$ cat src/hw/rtl/pgsg_pkg.sv
// Shared types and constants of the polar Gaussian sample generator.
package pgsg_pkg;

    localparam int QUEUE_DEPTH = 4;
    localparam int PTR_W       = 2;
    localparam int CNT_W       = 3;

    localparam logic [27:0] TWO_LN2_Q27 = 28'd186065279;
    localparam logic [63:0] ONE_Q62     = 64'h4000_0000_0000_0000;
    localparam logic [63:0] NORM_FLOOR  = 64'h1000_0000_0000_0000;

    localparam logic REG_MEAN = 1'b0;
    localparam logic REG_STD  = 1'b1;

    typedef struct packed {
        logic        neg_x;
        logic        neg_y;
        logic [31:0] ax;
        logic [31:0] ay;
        logic [63:0] r;
    } pgsg_item_t;

    typedef enum logic [3:0] {
        B_IDLE,
        B_NORM,
        B_SQRT,
        B_DIV,
        B_LMUL,
        B_TSQRT,
        B_FMUL1,
        B_FMUL2,
        B_EMIT
    } back_state_t;

endpackage

$ cat src/hw/rtl/pgsg_front.sv
// Front end: accept uniform pairs, form |x|, |y| and r, drop pairs outside the unit disk or at its centre.
module pgsg_front
    import pgsg_pkg::*;
#(
    parameter int UNIFORM_BITS = 16
)
(
    input  logic             clk,
    input  logic             rst_n,
    input  logic             in_valid,
    output logic             in_ready,
    input  logic [15:0]      uniform_a,
    input  logic [15:0]      uniform_b,
    input  logic [CNT_W-1:0] queue_count,
    output logic             push,
    output pgsg_item_t       push_item
);

    localparam logic [32:0] HALF  = 33'(64'd1 << (UNIFORM_BITS - 1));
    localparam logic [32:0] MASK  = 33'((64'd1 << UNIFORM_BITS) - 64'd1);
    localparam int          SHIFT = 32 - UNIFORM_BITS;

    logic [32:0] ua;
    logic [32:0] ub;
    logic [32:0] da;
    logic [32:0] db;
    logic [31:0] ax;
    logic [31:0] ay;
    logic        accept;
    logic [63:0] r_sum;

    logic        a_valid_reg;
    logic        a_neg_x_reg;
    logic        a_neg_y_reg;
    logic [31:0] a_ax_reg;
    logic [31:0] a_ay_reg;

    logic        b_valid_reg;
    logic        b_neg_x_reg;
    logic        b_neg_y_reg;
    logic [31:0] b_ax_reg;
    logic [31:0] b_ay_reg;
    logic [63:0] b_sqx_reg;
    logic [63:0] b_sqy_reg;

    assign ua = 33'(uniform_a) & MASK;
    assign ub = 33'(uniform_b) & MASK;
    assign da = (ua >= HALF) ? (ua - HALF) : (HALF - ua);
    assign db = (ub >= HALF) ? (ub - HALF) : (HALF - ub);
    assign ax = 32'(da << SHIFT);
    assign ay = 32'(db << SHIFT);

    assign in_ready = (4'(queue_count) + 4'(a_valid_reg) + 4'(b_valid_reg)) < 4'(QUEUE_DEPTH);
    assign accept   = in_valid && in_ready;

    assign r_sum = b_sqx_reg + b_sqy_reg;
    assign push  = b_valid_reg && (r_sum != 64'd0) && (r_sum <= ONE_Q62);

    always_comb
    begin
        push_item.neg_x = b_neg_x_reg;
        push_item.neg_y = b_neg_y_reg;
        push_item.ax    = b_ax_reg;
        push_item.ay    = b_ay_reg;
        push_item.r     = r_sum;
    end

    always_ff @(posedge clk or negedge rst_n)
    begin
        if (!rst_n)
        begin
            a_valid_reg <= 1'b0;
            b_valid_reg <= 1'b0;
        end
        else
        begin
            a_valid_reg <= accept;
            b_valid_reg <= a_valid_reg;
        end
    end

    always_ff @(posedge clk)
    begin
        a_neg_x_reg <= ua < HALF;
        a_neg_y_reg <= ub < HALF;
        a_ax_reg    <= ax;
        a_ay_reg    <= ay;
        b_neg_x_reg <= a_neg_x_reg;
        b_neg_y_reg <= a_neg_y_reg;
        b_ax_reg    <= a_ax_reg;
        b_ay_reg    <= a_ay_reg;
        b_sqx_reg   <= 64'(a_ax_reg) * 64'(a_ax_reg);
        b_sqy_reg   <= 64'(a_ay_reg) * 64'(a_ay_reg);
    end

endmodule

$ cat config.mk
export PLATFORM = sky130hd
export DESIGN_NAME = pgsg_front
export DESIGN_NICKNAME = d
export VERILOG_FILES = /design/src/hw/rtl/pgsg_pkg.sv /design/src/hw/rtl/pgsg_front.sv
export SDC_FILE = /design/constraint.sdc
export NUM_CORES = 1
export LEC_CHECK = 0
export ABC_AREA = 1
export BUFFER_PORTS_ARGS = -buffer_cell sky130_fd_sc_hd__buf_2
export CAP_MARGIN = 10
export CELL_PAD_IN_SITES_DETAIL_PLACEMENT = 1
export CELL_PAD_IN_SITES_GLOBAL_PLACEMENT = 1
export CORE_AREA = 2 2 234 282
export CTS_BUF_LIST = sky130_fd_sc_hd__clkbuf_4 sky130_fd_sc_hd__clkbuf_8
export CTS_CLUSTER_SIZE = 20
export DETAILED_ROUTE_END_ITERATION = 8
export DIE_AREA = 0 0 236 284
export PLACE_DENSITY_LB_ADDON = 0.1
export SYNTH_ARGS = -nofsm -noshare
export SYNTH_HDL_FRONTEND = slang
export SYNTH_SLANG_ARGS = --single-unit
$ cat constraint.sdc
create_clock -name clk -period 6.8 [get_ports clk]
set_clock_uncertainty 0.05 [all_clocks]
set_input_delay 0.68 -clock clk [delete_from_list [all_inputs] [get_ports clk]]
set_output_delay 0.68 -clock clk [all_outputs]
set_load 0.005 [all_outputs]
Word-level counts from Yosys, hierarchy flattened
Index checks and enable logic that the tools add are counted.
Widths: inputs -> output; s select.
- flip-flop bits (word level): 134
- input bits: 38
- output and inout port bits: 132
- logic and storage cells: 33
- $add $sub $neg: 7
- multipliers: 2
- order comparisons: 6
- multiplexer cells: 2
- reduce and logical (&&, ||, !) cells: 4
- operators with widths (operator ; number):
    $add 64x64->64 ; 1
    $le 64x63->1 const B ; 1
    $mul 16x16->32 ; 2
    $reduce_bool 64->1 ; 1
    $ge 16x16->1 const B ; 2
    $lt 16x16->1 const B ; 2
    $mux 16 ; 2
    $sub 16x16->16 const A ; 2
    $sub 16x16->16 const B ; 2
    $add 3x1->4 ; 1
    $add 4x1->4 ; 1
    $lt 4x3->1 const B ; 1
    $logic_and 1x1->1 ; 3

Depth between registers and ports, before layout
- depth in word-level cells: 4
- mapped depth: 27
- mapped depth without buffers: 25

Worst setup path before layout
OpenSTA, ideal clock, no wires.
- kind: reg-to-reg
- from: register a_ay_reg[27]
- to: register b_sqy_reg[60]
- arrival time: 5.393 ns
- data required time: 6.678 ns
- path slack: 1.285 ns
- stages on the path, launching flop included: 22
- buffers on the path: 3
- cells stage by stage: dfxtp_1 > clkbuf_1 > clkbuf_1 > nand2_1 > fa_1 > fa_1 > inv_1 > fa_1 > fa_1 > fa_1 > inv_1 > fa_1 > inv_1 > ha_1 > clkbuf_1 > nand2_1 > nor4_1 > a21oi_1 > o21ai_1 > nand3_1 > nand2_1 > xor2_1
- word-level cells in the longest chain between the ends: 1
- ends and longest elaborated chain (what ; RTL line ; RTL):
    from (decl) ; pgsg_front.sv:36 ; logic [31:0] a_ay_reg;
    from (signal assigned) ; pgsg_front.sv:87 ; a_ay_reg <= ay;
    $mul 16x16->32 ; pgsg_front.sv:93 ; b_sqy_reg <= 64'(a_ay_reg) * 64'(a_ay_reg);
    to (signal assigned) ; pgsg_front.sv:93 ;
    to (decl) ; pgsg_front.sv:44 ; logic [63:0] b_sqy_reg;
Every way passes these cells.

Worst setup path in the final report
- from: register a_ax_reg[19]
- to: register b_sqx_reg[56]
- word-level cells in the longest chain between the ends: 1
- ends and longest elaborated chain (what ; RTL line ; RTL):
    from (decl) ; pgsg_front.sv:35 ; logic [31:0] a_ax_reg;
    from (signal assigned) ; pgsg_front.sv:86 ; a_ax_reg <= ax;
    $mul 16x16->32 ; pgsg_front.sv:92 ; b_sqx_reg <= 64'(a_ax_reg) * 64'(a_ax_reg);
    to (signal assigned) ; pgsg_front.sv:92 ;
    to (decl) ; pgsg_front.sv:43 ; logic [63:0] b_sqx_reg;
Every way passes these cells.

==> impl_metrics.env <==
export IMPL_outcome="completed"
export IMPL_reg2reg_slack_ns=0.48
export IMPL_synth_area_top_cells="fa_1 31%, ha_1 14%, inv_1 13%, dfxtp_1 12%, nand2_1 11%"
export IMPL_async_flop_share_pct=1.54
export IMPL_tightest_slew_ns=0.965
export IMPL_hp_start="uniform_a[0]"
export IMPL_dp_hpwl_um=52200
export IMPL_crit_path_max_fanout=17
export IMPL_period_share_pct=93.0
export IMPL_end_kind="flip-flop"
export IMPL_synth_cells=2734
export IMPL_ys_types=41
export IMPL_gp_congestion=0.846
export IMPL_r2r_cells=22
export IMPL_critical_path_cell_chain="nand2_1, inv_1, fa_1, inv_1, fa_1, inv_1, fa_1, inv_1, fa_1, inv_1, fa_1, inv_1, fa_1, inv_1, ha_1, a21oi_1, o21ai_0, o21bai_1, a21o_1, a21oi_1, o21bai_1, xor2_1"
export IMPL_synth_edff_count=0
export IMPL_regToRegStartpoint="a_ax_reg[19]$_DFF_P_"
export IMPL_cp_slowest_cell="dfxtp_1"
export IMPL_setup_tns_ns=0
export IMPL_required_ns=7.16
export IMPL_vias_per_cell=4.47
export IMPL_syn_area_sq_um=21100
export IMPL_hold_end="a_ax_reg[16]$_DFF_P_"
export IMPL_die_x_um=236
export IMPL_wl_per_cell_um=16.2
export IMPL_crit_type="flip-flop to flip-flop"
export IMPL_synthTopCellsByCount="753 x inv_1, 606 x nand2_1, 326 x fa_1, 232 x ha_1, 134 x nor2_1"
export IMPL_synthFlopType="dfxtp_1"
export IMPL_htreeDepth=4
export IMPL_yosysMostFrequentCell="inv_1"
export IMPL_rsz0062_at_grt="false"
export IMPL_r2r_end="b_sqx_reg[56]$_DFF_P_"
export IMPL_start_util_pct=32.8
export IMPL_post_cts_buffers=0
export IMPL_antenna_found_initial=1
export IMPL_grt_max_degree=20
export IMPL_drc=0
export IMPL_drive_gt1_share_pct=6.97
export IMPL_cts_tree="yes"
export IMPL_crit_buf_inv=7
export IMPL_clock_latency_ns=0.55
export IMPL_clk_pin_slew_ns=0.10
export IMPL_critPathTopFamily="adder cells"
export IMPL_crit_top_cell="inv_1"
export IMPL_nets=3410
export IMPL_synth_top_cell_area_share_pct=31.0
export IMPL_drtAntennaViolNets=0
export IMPL_drt_initial_drc_count=509
export IMPL_die_h_um=284
export IMPL_fp_coreArea_sq_um=64200
export IMPL_die_area_sq_um=67000
export IMPL_synth_seq_cells=130
export IMPL_slew_headroom_pct=35.5
export IMPL_yosysTopAreaCell="fa_1"
export IMPL_routed_wl_um=59200
export IMPL_fmax_mhz=158
export IMPL_synth_area_per_cell_sq_um=7.71
export IMPL_fin_crit_ns=6.32
export IMPL_drv_slew=0
export IMPL_cts_inserted_buffers=17
export IMPL_cts_sinks=130
export IMPL_hold_path_class="input pin to flip-flop"
export IMPL_min_path_cells=1
export IMPL_grt_overflow_total=0
export IMPL_finalSetupViolCount=0
export IMPL_cpPeakStageDelay_ns=0.57
export IMPL_grt_usage_pct=18.7
export IMPL_clockBufferDepth=2
export IMPL_firstDrtPassIters=5
export IMPL_finalHoldViolations=0
export IMPL_cp_data_arrival_time_ns=6.68
export IMPL_portBuffers=105
export IMPL_yosys_warnings=0
export IMPL_fillers=7893
export IMPL_fp_row_count=102
export IMPL_grt_pass1_wl_um=97800
export IMPL_seq_area_frac_synth_pct=12.4
export IMPL_grt_pass1_vias=18718
export IMPL_drv_cap=0
export IMPL_vias=16369
export IMPL_area_growth_pct=7.96
export IMPL_root_buffer="clkbuf_8"
export IMPL_io_pins=170
export IMPL_start_kind="flip-flop"
## final cells by class
cell class	count	area (sq um)	share of cell area, %
clock buffers	17	234	1.03
well taps	832	1040	4.58
multi-input cells	1779	15100	66.4
repair buffers	130	716	3.15
inverters	756	2840	12.5
diodes	2	5.00	0.0220
clock inverters	15	195	0.858
flip-flops and latches	130	2610	11.5
## worst max-delay path by stage
stage | from | end | slack (ns) | cells past startpoint
6_report | a_ax_reg[19]$_DFF_P_ | b_sqx_reg[56]$_DFF_P_ | 0.48 | 22
5_1_grt | a_ax_reg[19]$_DFF_P_ | b_sqx_reg[56]$_DFF_P_ | 0.14 | 22
4_1_cts | a_ax_reg[19]$_DFF_P_ | b_sqx_reg[56]$_DFF_P_ | 0.41 | 22
3_5_place_dp | a_ax_reg[19]$_DFF_P_ | b_sqx_reg[56]$_DFF_P_ | 0.46 | 22
3_3_place_gp | a_ax_reg[18]$_DFF_P_ | b_sqx_reg[56]$_DFF_P_ | 0.60 | 15
2_1_floorplan | a_ay_reg[27]$_DFF_P_ | b_sqy_reg[60]$_DFF_P_ | 1.29 | 21
## routing by layer
metal	GRT usage (%)	wire length [um]
met5	0	0
met1	22.1	25600
met4	5.68	1390
met2	35.0	31000
met3	2.27	1280
## repair_timing
| item | in CTS | in global routing |
|---|---|---|
| endpoints found under the setup margin | 0 | 0 |
| endpoints found under the hold margin | 2 | 0 |
| gates resized for setup | 0 | 0 |
| hold buffers | 1 | 0 |
## logic make-up (layout without fill, tap and decap cells)
| kind of cell | count (synthesis) | in the layout | synth area share (%) |
|---|---|---|---|
| other | 1 | 66 | 0.0178 |
| buffers and inverters | 888 | 918 | 17.0 |
| XOR/XNOR | 100 | 100 | 4.16 |
| AO/OA/AOI/OAI | 168 | 168 | 4.42 |
| adder cells (fa/ha/maj) | 558 | 558 | 44.7 |
| flip-flops | 130 | 130 | 12.4 |
| AND/OR/NAND/NOR | 889 | 889 | 17.2 |
## stage by stage
step	hold slack, ns	area, sq um	util [%]	instances	worst slack [ns]
2_1_floorplan	0.260	21300	-	2797	1.29
3_3_place_gp	0.261	22300	34.8	3626	0.598
3_5_place_dp	0.269	22300	34.8	3626	0.458
4_1_cts	0.148	22700	35.4	3659	0.411
5_1_grt	0.177	22800	35.4	3661	0.141
6_report	0.214	22800	35.4	3661	0.478
## placed cells by master, fill, tap and decap left out, drive strengths merged, types with 3 or more instances in the layout
| master | n |
|---|---|
| a31oi | 9 |
| nand3b | 6 |
| o21bai | 9 |
| xor2 | 66 |
| xnor2 | 34 |
| o21a | 3 |
| and2 | 5 |
| nor4 | 8 |
| dfxtp | 128 |
| fa | 326 |
| or2 | 4 |
| nand3 | 65 |
| nand2 | 619 |
| nor3 | 19 |
| inv | 760 |
| bufinv | 3 |
| clkinvlp | 4 |
| clkbuf | 17 |
| buf | 129 |
| nand4 | 17 |
| ha | 232 |
| clkinv | 4 |
| o21ai | 36 |
| conb | 64 |
| a21oi | 97 |
| a21o | 5 |
| nor2 | 144 |
Power is left out: the tool's default activity adds up to more than one toggle a clock period on the data nets, which glitch-free logic cannot reach.
