===== src/hw/rtl/pgsg_pkg.sv =====
// Shared types and constants of the polar Gaussian sample generator.
package pgsg_pkg;

    localparam int QUEUE_DEPTH = 4;
    localparam int PTR_W       = 2;
    localparam int CNT_W       = 3;

    localparam logic [27:0] TWO_LN2_Q27 = 28'd186065279;
    localparam logic [63:0] ONE_Q62     = 64'h4000_0000_0000_0000;
    localparam logic [63:0] NORM_FLOOR  = 64'h1000_0000_0000_0000;

    localparam logic REG_MEAN = 1'b0;
    localparam logic REG_STD  = 1'b1;

    typedef struct packed {
        logic        neg_x;
        logic        neg_y;
        logic [31:0] ax;
        logic [31:0] ay;
        logic [63:0] r;
    } pgsg_item_t;

    typedef enum logic [3:0] {
        B_IDLE,
        B_NORM,
        B_SQRT,
        B_DIV,
        B_LMUL,
        B_TSQRT,
        B_FMUL1,
        B_FMUL2,
        B_EMIT
    } back_state_t;

endpackage


===== src/hw/rtl/pgsg_queue.sv =====
// Short queue of accepted pairs between the front end and the back end.
module pgsg_queue
    import pgsg_pkg::*;
(
    input  logic             clk,
    input  logic             rst_n,
    input  logic             push,
    input  pgsg_item_t       push_item,
    input  logic             pop,
    output logic             head_valid,
    output pgsg_item_t       head_item,
    output logic [CNT_W-1:0] count
);

    pgsg_item_t             entry_reg [QUEUE_DEPTH];
    logic [PTR_W-1:0]       wr_ptr_reg;
    logic [PTR_W-1:0]       rd_ptr_reg;
    logic [CNT_W-1:0]       count_reg;
    logic                   do_pop;

    assign head_valid = count_reg != '0;
    assign head_item  = entry_reg[rd_ptr_reg];
    assign count      = count_reg;
    assign do_pop     = pop && head_valid;

    always_ff @(posedge clk or negedge rst_n)
    begin
        if (!rst_n)
        begin
            wr_ptr_reg <= '0;
            rd_ptr_reg <= '0;
            count_reg  <= '0;
        end
        else
        begin
            if (push)
            begin
                wr_ptr_reg <= wr_ptr_reg + PTR_W'(1);
            end
            if (do_pop)
            begin
                rd_ptr_reg <= rd_ptr_reg + PTR_W'(1);
            end
            count_reg <= count_reg + CNT_W'(push) - CNT_W'(do_pop);
        end
    end

    always_ff @(posedge clk)
    begin
        if (push)
        begin
            entry_reg[wr_ptr_reg] <= push_item;
        end
    end

endmodule


===== config.mk =====
export PLATFORM = sky130hd
export DESIGN_NAME = pgsg_queue
export DESIGN_NICKNAME = d
export VERILOG_FILES = /design/src/hw/rtl/pgsg_pkg.sv /design/src/hw/rtl/pgsg_queue.sv
export SDC_FILE = /design/constraint.sdc
export NUM_CORES = 1
export LEC_CHECK = 0
export ABC_AREA = 1
export BUFFER_PORTS_ARGS = -buffer_cell sky130_fd_sc_hd__buf_4
export CAP_MARGIN = 10
export CORE_MARGIN = 10
export CORE_UTILIZATION = 40
export CTS_CLUSTER_DIAMETER = 120
export DETAILED_ROUTE_END_ITERATION = 6
export PLACE_DENSITY = 0.64
export SLEW_MARGIN = 10
export SYNTH_ARGS = -nofsm -noshare
export SYNTH_HDL_FRONTEND = slang
export SYNTH_SLANG_ARGS = --single-unit
export TNS_END_PERCENT = 50

===== constraint.sdc =====
create_clock -name clk -period 7 [get_ports clk]
set_input_delay 0.7 -clock clk [delete_from_list [all_inputs] [get_ports clk]]
set_output_delay 0.7 -clock clk [all_outputs]
set_load 0.01 [all_outputs]

# Yosys cells after proc, flatten, opt, wreduce, memory -nomap -nowiden
# Memory sizes are Yosys's and may differ from the RTL's.
# Cells that the tools add are included.
# word_totals
regBits	7
latchBits	0
mem_bits_rw	520
mem_bits_ro	0
output_inout_bits	134
memories	1
# mem_list
memory	depth	width	read_ports	rd_clocked_by_memory_dff	wr	line_no	text
entry_reg	4	130	1	0	1	pgsg_queue.sv:15	pgsg_item_t entry_reg [QUEUE_DEPTH];
# classes
addsub	4
mul	0
div_mod_pow	0
n_lt_le_gt_ge	0
eq_ne	0
shifts	0
mux	2
n_bitwise	0
n_reduce_logical	2
# ops
cell	n
adder 2 x 1 -> 2 bit (second input constant)	2
adder 3 x 1 -> 3 bit	1
nonzero test 3 bit	1
subtractor 3 x 1 -> 3 bit	1
two-way mux 1 bit	2
logical AND 1 bit	1

# Depth between registers and ports, before layout
# Gate-level depths: netlist of run 1.
# depth
ltp_word	3
depth_mapped	11

# Worst setup path after synthesis of run 1
# Ideal clock, no wire load.
# synth_timing
path_type	input port to flip-flop
start	input port push
end	memory entry_reg[1][0] in the netlist's numbering (enable)
arrival_ns	3.505
t_required_ns	6.517
path_slack_ns	3.012
stages	3
n_path_buf	1
cell_sequence	clkbuf_1 -> nand2_1 -> inv_1
# synth_via
elab_chain_cells	2
# synth_lines
item	line_no	text
start, declared	pgsg_queue.sv:7	input logic push,
two-way mux 1 bit	pgsg_queue.sv:50	if (push)
two-way mux 1 bit (implied by the code)	pgsg_queue.sv:52	entry_reg[wr_ptr_reg] <= push_item;
end, declared	pgsg_queue.sv:15	
# No other way between the ends.

==> out/results.ini, run 1 <==
[placed_design]
gp_congestion=0.762
place.detailed.instances=2568
port-buffer-count=267
dp_hpwl_um=26900

[floorplan]
chipHeight_um=248
core-area_sq_um=51300
num_rows=83
die_w_um=248
floorplan.initialDensity=0.404
num_io_pins=268
die_area_sq_um=61300

[global_routing]
grt_pass1_vias=12700
overall_routing_resource_usage=0.148
grt_antenna_before_repair=2
largest_net_degree_at_the_start_of_global_routing=219
globalRouteMet2Util=0.252
grt_util_met1=0.184
grt_use_met3=0.0392
grt-busiest-layer=met2
grt_pass1_wl_um=71300
grt-ovfl-total=0

[status]
outcome=finished, final reports clean

[clock_tree]
cts.htree.levels=2
clock-root-buffer=sky130_fd_sc_hd__clkbuf_16
cts_tree=yes
worst_skew_pair.late_latency_ns=0.59
holdBufCountCts=1
cts_sinks=527
cts.reportedPaths.clkPinSlew_ns=0.06
post_cts_buffers=0
numCtsBuffers=55
cts_resized=0
clockBufferDepth=3

[run]
drv_cap=0

[synth]
synth-edff-count=520
synthesis.yosys.warnings=0
cell_types_with_the_largest_area_share_after_synthesis=sky130_fd_sc_hd__edfxtp_1 75%, sky130_fd_sc_hd__nand2_1 7.4%, sky130_fd_sc_hd__nor2_1 4.7%
synth_top_cell_by_area=sky130_fd_sc_hd__edfxtp_1
sequential_to_total_area_share_from_yosys_stat=0.762
netlist_instances=1698
ys_types=17
synthesis.area_sq_um=20700
number_of_nets_produced_by_synthesis=1839
synth.avg_cell_area_sq_um=12.2
synth_flop_cell=sky130_fd_sc_hd__edfxtp_1
postSynthRegisterBits=527
synth.top_cell.area_share=0.754
async_reset_ff_frac=0.0133

[route]
avgViaCountPerCell=4.81
num_vias=12800
drc=0
drt-total-wl_um=46200
wire_per_inst_um=17.3
ant_nets=0
drtPass1Iterations=5
drt_iter0_markers=886

[setup_path]
family_of_cells_with_the_greatest_summed_delay_on_the_critical_path=buffers and inverters
critical_path.slowest_cell=sky130_fd_sc_hd__dfrtp_4
critical-path-max-stage-delay_ns=0.75
worst_path_most_repeated_cell=sky130_fd_sc_hd__buf_4
timing.setup.critical_path_class=reg -> out
setup.worst_path.start_class=flop
worstPathMaxFanout=77
required_ns=6.30
timing.critical_path.cells=inv_4 -> buf_4 -> o21ai_0 -> nand2_1 -> buf_4
critical_path_buf_inv_count=3
cp-end-kind=output pin
timing.critical_path.arrival_ns=3.34

[sta]
fin_tns_setup_ns=0
maxSlewViolCount=0
min_period_over_period=0.578
fin_worst_skew_ns=0.0132
achievable-frequency_mhz=247
finalHoldViolCount=0
final_min_period_ns=4.04
rsz0062_at_grt=false
worstMarginPinSlew_ns=1.06
finalHoldWorstSlack_ns=0.304
setup-violations-final=0
relSlewSlack=0.294

[finish]
largest_register_ffs=520
layout.cells.most_common_list=520 x sky130_fd_sc_hd__edfxtp_1, 406 x sky130_fd_sc_hd__nand2_1, 275 x sky130_fd_sc_hd__buf_4
insertedDiodeCount=0
area_growth_syn_to_layout_pct=20.7
mostFrequentLayoutCell=sky130_fd_sc_hd__edfxtp_1
layout-drive-gt1-share=0.181
postLayoutCoreUtil=0.487
layout.nets=2087
layoutNonFillerInstCount=2672

[hold_path]
worstHoldPathType=in -> reg

[power_and_ir_drop]
worst_ir_drop_vdd_mv=0.337
power_leakage_nw=9.89
p_per_area_nw_per_um2=434

where the power goes:
part / leakage [nW] / internal (W) / switching (W)
clock: 0.866 / 0.00167 / 0.00117
sequential: 4.86 / 0.00413 / 0.000192
combinational: 4.16 / 0.00133 / 0.00237
metrics by stage:
stage	instance area (sq um)	total power [W]	setup WS (ns)
global placement	23200	0.00814	3.59
floorplan	20700	0.00657	3.01
global route	25000	0.0116	2.73
CTS	25000	0.0111	2.92
detailed placement	23200	0.00819	3.56
finish	25000	0.0109	2.96
worst reg2reg max path, cell delays in order (launching register included):
cell	delay, ns
sky130_fd_sc_hd__dfrtp_1	0.43
sky130_fd_sc_hd__inv_1	0.11
sky130_fd_sc_hd__ha_1	0.14
sky130_fd_sc_hd__nand2_1	0.10
sky130_fd_sc_hd__inv_6	0.62
sky130_fd_sc_hd__buf_4	0.84
layout make-up:
type	instances	area (sq um)
clock buffers	68	1430
inverters	145	574
clock inverters	35	329
fillers	4554	26300
multi-input cells	940	3940
repair buffers	277	2090
well taps	680	851
flip-flops and latches	527	15800
cells in the mapped netlist, types with 2 or more instances:
cell / number
sky130_fd_sc_hd__buf_1: 16
sky130_fd_sc_hd__dfrtp_1: 7
sky130_fd_sc_hd__ha_1: 6
sky130_fd_sc_hd__clkbuf_1: 28
sky130_fd_sc_hd__nor2_1: 261
sky130_fd_sc_hd__o21ai_1: 71
sky130_fd_sc_hd__inv_1: 143
sky130_fd_sc_hd__edfxtp_1: 520
sky130_fd_sc_hd__inv_2: 2
sky130_fd_sc_hd__buf_2: 31
sky130_fd_sc_hd__xor2_1: 2
sky130_fd_sc_hd__nand3_1: 2
sky130_fd_sc_hd__buf_6: 11
sky130_fd_sc_hd__nand2_1: 406
sky130_fd_sc_hd__o21ai_0: 190
per-layer routing:
layer  up-vias  routed length [um]
li1       6220                   -
met1      6232               19100
met2       323               23000
met3        69                3190
met4         4                 808
met5         -                  23
path summary, 6_finish.rpt:
check	slack, ns	cells after the start	endpoint	start
setup reg to reg	4.34	5	entry_reg[2][53]$_DFFE_PP_	wr_ptr_reg[0]$_DFFE_PN0P_
hold / removal	0.30	1	entry_reg[3][105]$_DFFE_PP_	push_item[105]
max in group asynchronous	6.39	2	rd_ptr_reg[0]$_DFFE_PN0P_	rst_n
setup / recovery	2.96	5	head_item[44]	rd_ptr_reg[0]$_DFFE_PN0P_
min in group asynchronous	0.47	2	count[2]$_DFF_PN0_	rst_n
hold reg to reg	0.55	1	wr_ptr_reg[0]$_DFFE_PN0P_	wr_ptr_reg[0]$_DFFE_PN0P_
cell families after synthesis:
kind of cell / count (synthesis) / share of synthesized area
and+or+nand+nor: 669 / 0.121
DFF: 527 / 0.762
AOI/OAI and AO/OA: 261 / 0.0630
buffers and inverters: 231 / 0.0477
adders and majority gates: 7 / 0.00459
xor gates and xnor gates: 3 / 0.00127
Note: power is estimated with default switching activity, not from simulation.
==> run 2, diff against run 1 <==
- PLACE_DENSITY: 0.64 -> 0.66
- clock period: 7 -> 3.5 ns (I/O delays scaled with it)
==> run 2 against run 1 <==
  * Critical path type unchanged
  * Final area grew 5.5%
  * Register-to-register slack got worse by 3.1 ns
  * Critical endpoint is now head_item[72]
  * Clock power increased by 84%
  * Wire length is 1.6% higher
==> out/results.ini, run 2 (synthesis results as in run 1) <==
[finish]
mostFrequentLayoutCell=sky130_fd_sc_hd__edfxtp_1
layout.nets=2230  ; +6.9%
layoutNonFillerInstCount=2811  ; +5.2%
layout.cells.most_common_list=520 x sky130_fd_sc_hd__edfxtp_1, 406 x sky130_fd_sc_hd__nand2_1, 279 x sky130_fd_sc_hd__buf_4
postLayoutCoreUtil=0.514  ; +0.0267
layout-drive-gt1-share=0.171  ; -0.0103
largest_register_ffs=520  ; unchanged
area_growth_syn_to_layout_pct=27.3

[placed_design]
port-buffer-count=267  ; unchanged
dp_hpwl_um=26900  ; +0.15%
place.detailed.instances=2582  ; +0.55%
gp_congestion=0.755  ; -1.0%

[power_and_ir_drop]
p_per_area_nw_per_um2=819  ; +89%
total_switching_power_w=0.00745  ; +100%
power_leakage_nw=10.4  ; +5.5%
share_clk_of_total_power=0.242  ; -0.019
pwr-share-comb=0.365  ; +0.024
sequentialPowerShare=0.394  ; -0.004
switch_share=0.345  ; +0.00123
cellInternalPower_w=0.0142  ; +98%
worst_ir_drop_vdd_mv=0.463  ; +37%

[route]
avgViaCountPerCell=4.74  ; -1.5%
drt-total-wl_um=46900  ; +1.6%
wire_per_inst_um=16.7  ; -3.4%
drt_iter0_markers=1024  ; +16%
drtPass1Iterations=6  ; +1
drc=0  ; unchanged
ant_nets=0  ; unchanged
num_vias=13300  ; +3.7%

[floorplan]
num_io_pins=268  ; unchanged
floorplan.initialDensity=0.404  ; unchanged
core-area_sq_um=51300  ; unchanged
die_area_sq_um=61300  ; unchanged
num_rows=83  ; unchanged
die_w_um=248  ; unchanged
chipHeight_um=248  ; unchanged

[setup_path]
regToRegSetupSlack_ns=1.25  ; -3.09 ns
timing.critical_path.arrival_ns=2.65  ; -0.69 ns
critical_path.slowest_cell=sky130_fd_sc_hd__dfrtp_4
critical-path-max-stage-delay_ns=0.44  ; -0.31 ns
timing.critical_path.cells=buf_12 -> buf_12 -> nor2_1 -> nor2_1 -> o21ai_0 -> nand2_1 -> buf_4
timing.setup.critical_path_class=reg -> out
cp-end-kind=output pin
setup.worst_path.start_class=flop
worstPathMaxFanout=144  ; +87%
required_ns=3.15  ; -3.15 ns

[sta]
relSlewSlack=0.378  ; +0.0835
finalHoldWorstSlack_ns=0.0467  ; -0.258 ns
setup-violations-final=0  ; unchanged
fin_worst_skew_ns=0.00776  ; -0.00545 ns
rsz0062_at_grt=false
maxSlewViolCount=0  ; unchanged
finalHoldViolCount=0  ; unchanged
achievable-frequency_mhz=334
final_min_period_ns=3.00
min_period_over_period=0.856
worstMarginPinSlew_ns=0.934  ; -0.125 ns

[clock_tree]
cts_resized=0  ; unchanged
clock-root-buffer=sky130_fd_sc_hd__clkbuf_16
numCtsBuffers=53  ; -3.6%
cts_sinks=527  ; unchanged
clockBufferDepth=3  ; unchanged
cts.htree.levels=2  ; unchanged
cts_tree=yes
cts.reportedPaths.clkPinSlew_ns=0.06  ; about the same
worst_skew_pair.late_latency_ns=0.57  ; -0.02 ns

[global_routing]
grt_pass1_wl_um=72700  ; +2.0%
grt_antenna_before_repair=2  ; unchanged
largest_net_degree_at_the_start_of_global_routing=145  ; -34%
overall_routing_resource_usage=0.149  ; +0.00162
grt_pass1_vias=13100  ; +3.3%
grt-ovfl-total=0  ; unchanged

[status]
outcome=finished, final reports clean

[hold_path]
worstHoldPathType=in -> reg

[run]
drv_cap=0  ; unchanged

run 2: cell types whose count changed in the layout (fill, tap and decap cells not counted), moves of 5 or more:
cell,change
sky130_fd_sc_hd__clkinv_2,-5
sky130_fd_sc_hd__inv_6,-6
sky130_fd_sc_hd__dlygate4sd3_1,+131
sky130_fd_sc_hd__clkbuf_1,+6
sky130_fd_sc_hd__buf_12,+10
sky130_fd_sc_hd__clkinvlp_4,+5
run 2: worst max-delay path, delay by kind of cell, from the launching register on:
kind	cells	cell delay (ns)
DFF	1	0.44
and+or+nand+nor	3	0.34
AOI/OAI and AO/OA	1	0.11
buffers and inverters	3	0.96
run 2: power groups by stage:
| stage | Sequential, W | Clock, W | Combinational, W |
|---|---|---|---|
| floorplan | 0.00869 | 0 | 0.00443 |
| finish | 0.00850 | 0.00522 | 0.00788 |
| detailed placement | 0.00864 | 0 | 0.00791 |
| global route | 0.00859 | 0.00560 | 0.00881 |
| CTS | 0.00851 | 0.00536 | 0.00807 |
| global placement | 0.00859 | 0 | 0.00781 |
run 2: layer usage:
metal | share of wire | global-route usage
met1 | 0.41 | 0.187
met2 | 0.50 | 0.258
met5 | 0.00028 | 0
met4 | 0.017 | 0.0344
met3 | 0.066 | 0.0342
run 2: worst paths after layout:
check | from | end | cells past startpoint
worst max register to register | wr_ptr_reg[0]$_DFFE_PN0P_ | entry_reg[0][47]$_DFFE_PP_ | 6
max in group asynchronous | rst_n | rd_ptr_reg[0]$_DFFE_PN0P_ | 2
worst min register to register | count[1]$_DFF_PN0_ | count[2]$_DFF_PN0_ | 2
min in group asynchronous | rst_n | count[1]$_DFF_PN0_ | 2
worst max-delay path | rd_ptr_reg[0]$_DFFE_PN0P_ | head_item[72] | 7
worst min-delay path | push | wr_ptr_reg[0]$_DFFE_PN0P_ | 2
run 2: per-stage QoR:
| step | worst slack, ns | setup TNS [ns] | instance area [sq um] | total power (W) |
|---|---|---|---|---|
| after floorplan | -0.148 | -37.20 | 20700 | 0.0131 |
| after global placement | 1.19 | 0 | 23500 | 0.0164 |
| after detailed placement | 1.14 | 0 | 23500 | 0.0166 |
| after CTS | 0.479 | 0 | 26400 | 0.0219 |
| after global routing | 0.288 | 0 | 26400 | 0.0230 |
| final | 0.503 | 0 | 26400 | 0.0216 |
run 2: final cells by class:
cell class	count	area [sq um]
multi-input cells	940	3940
repair buffers	422	3640
clock buffers	74	1430
diodes	1	2.50
clock inverters	22	155
fillers	4281	24900
inverters	145	572
flip-flops and latches	527	15800
well taps	680	851
run 2: timing repair:
action                                 CTS  global route
hold buffers                           132             0
buffers inserted                         0             0
endpoints found under the hold margin  528             0
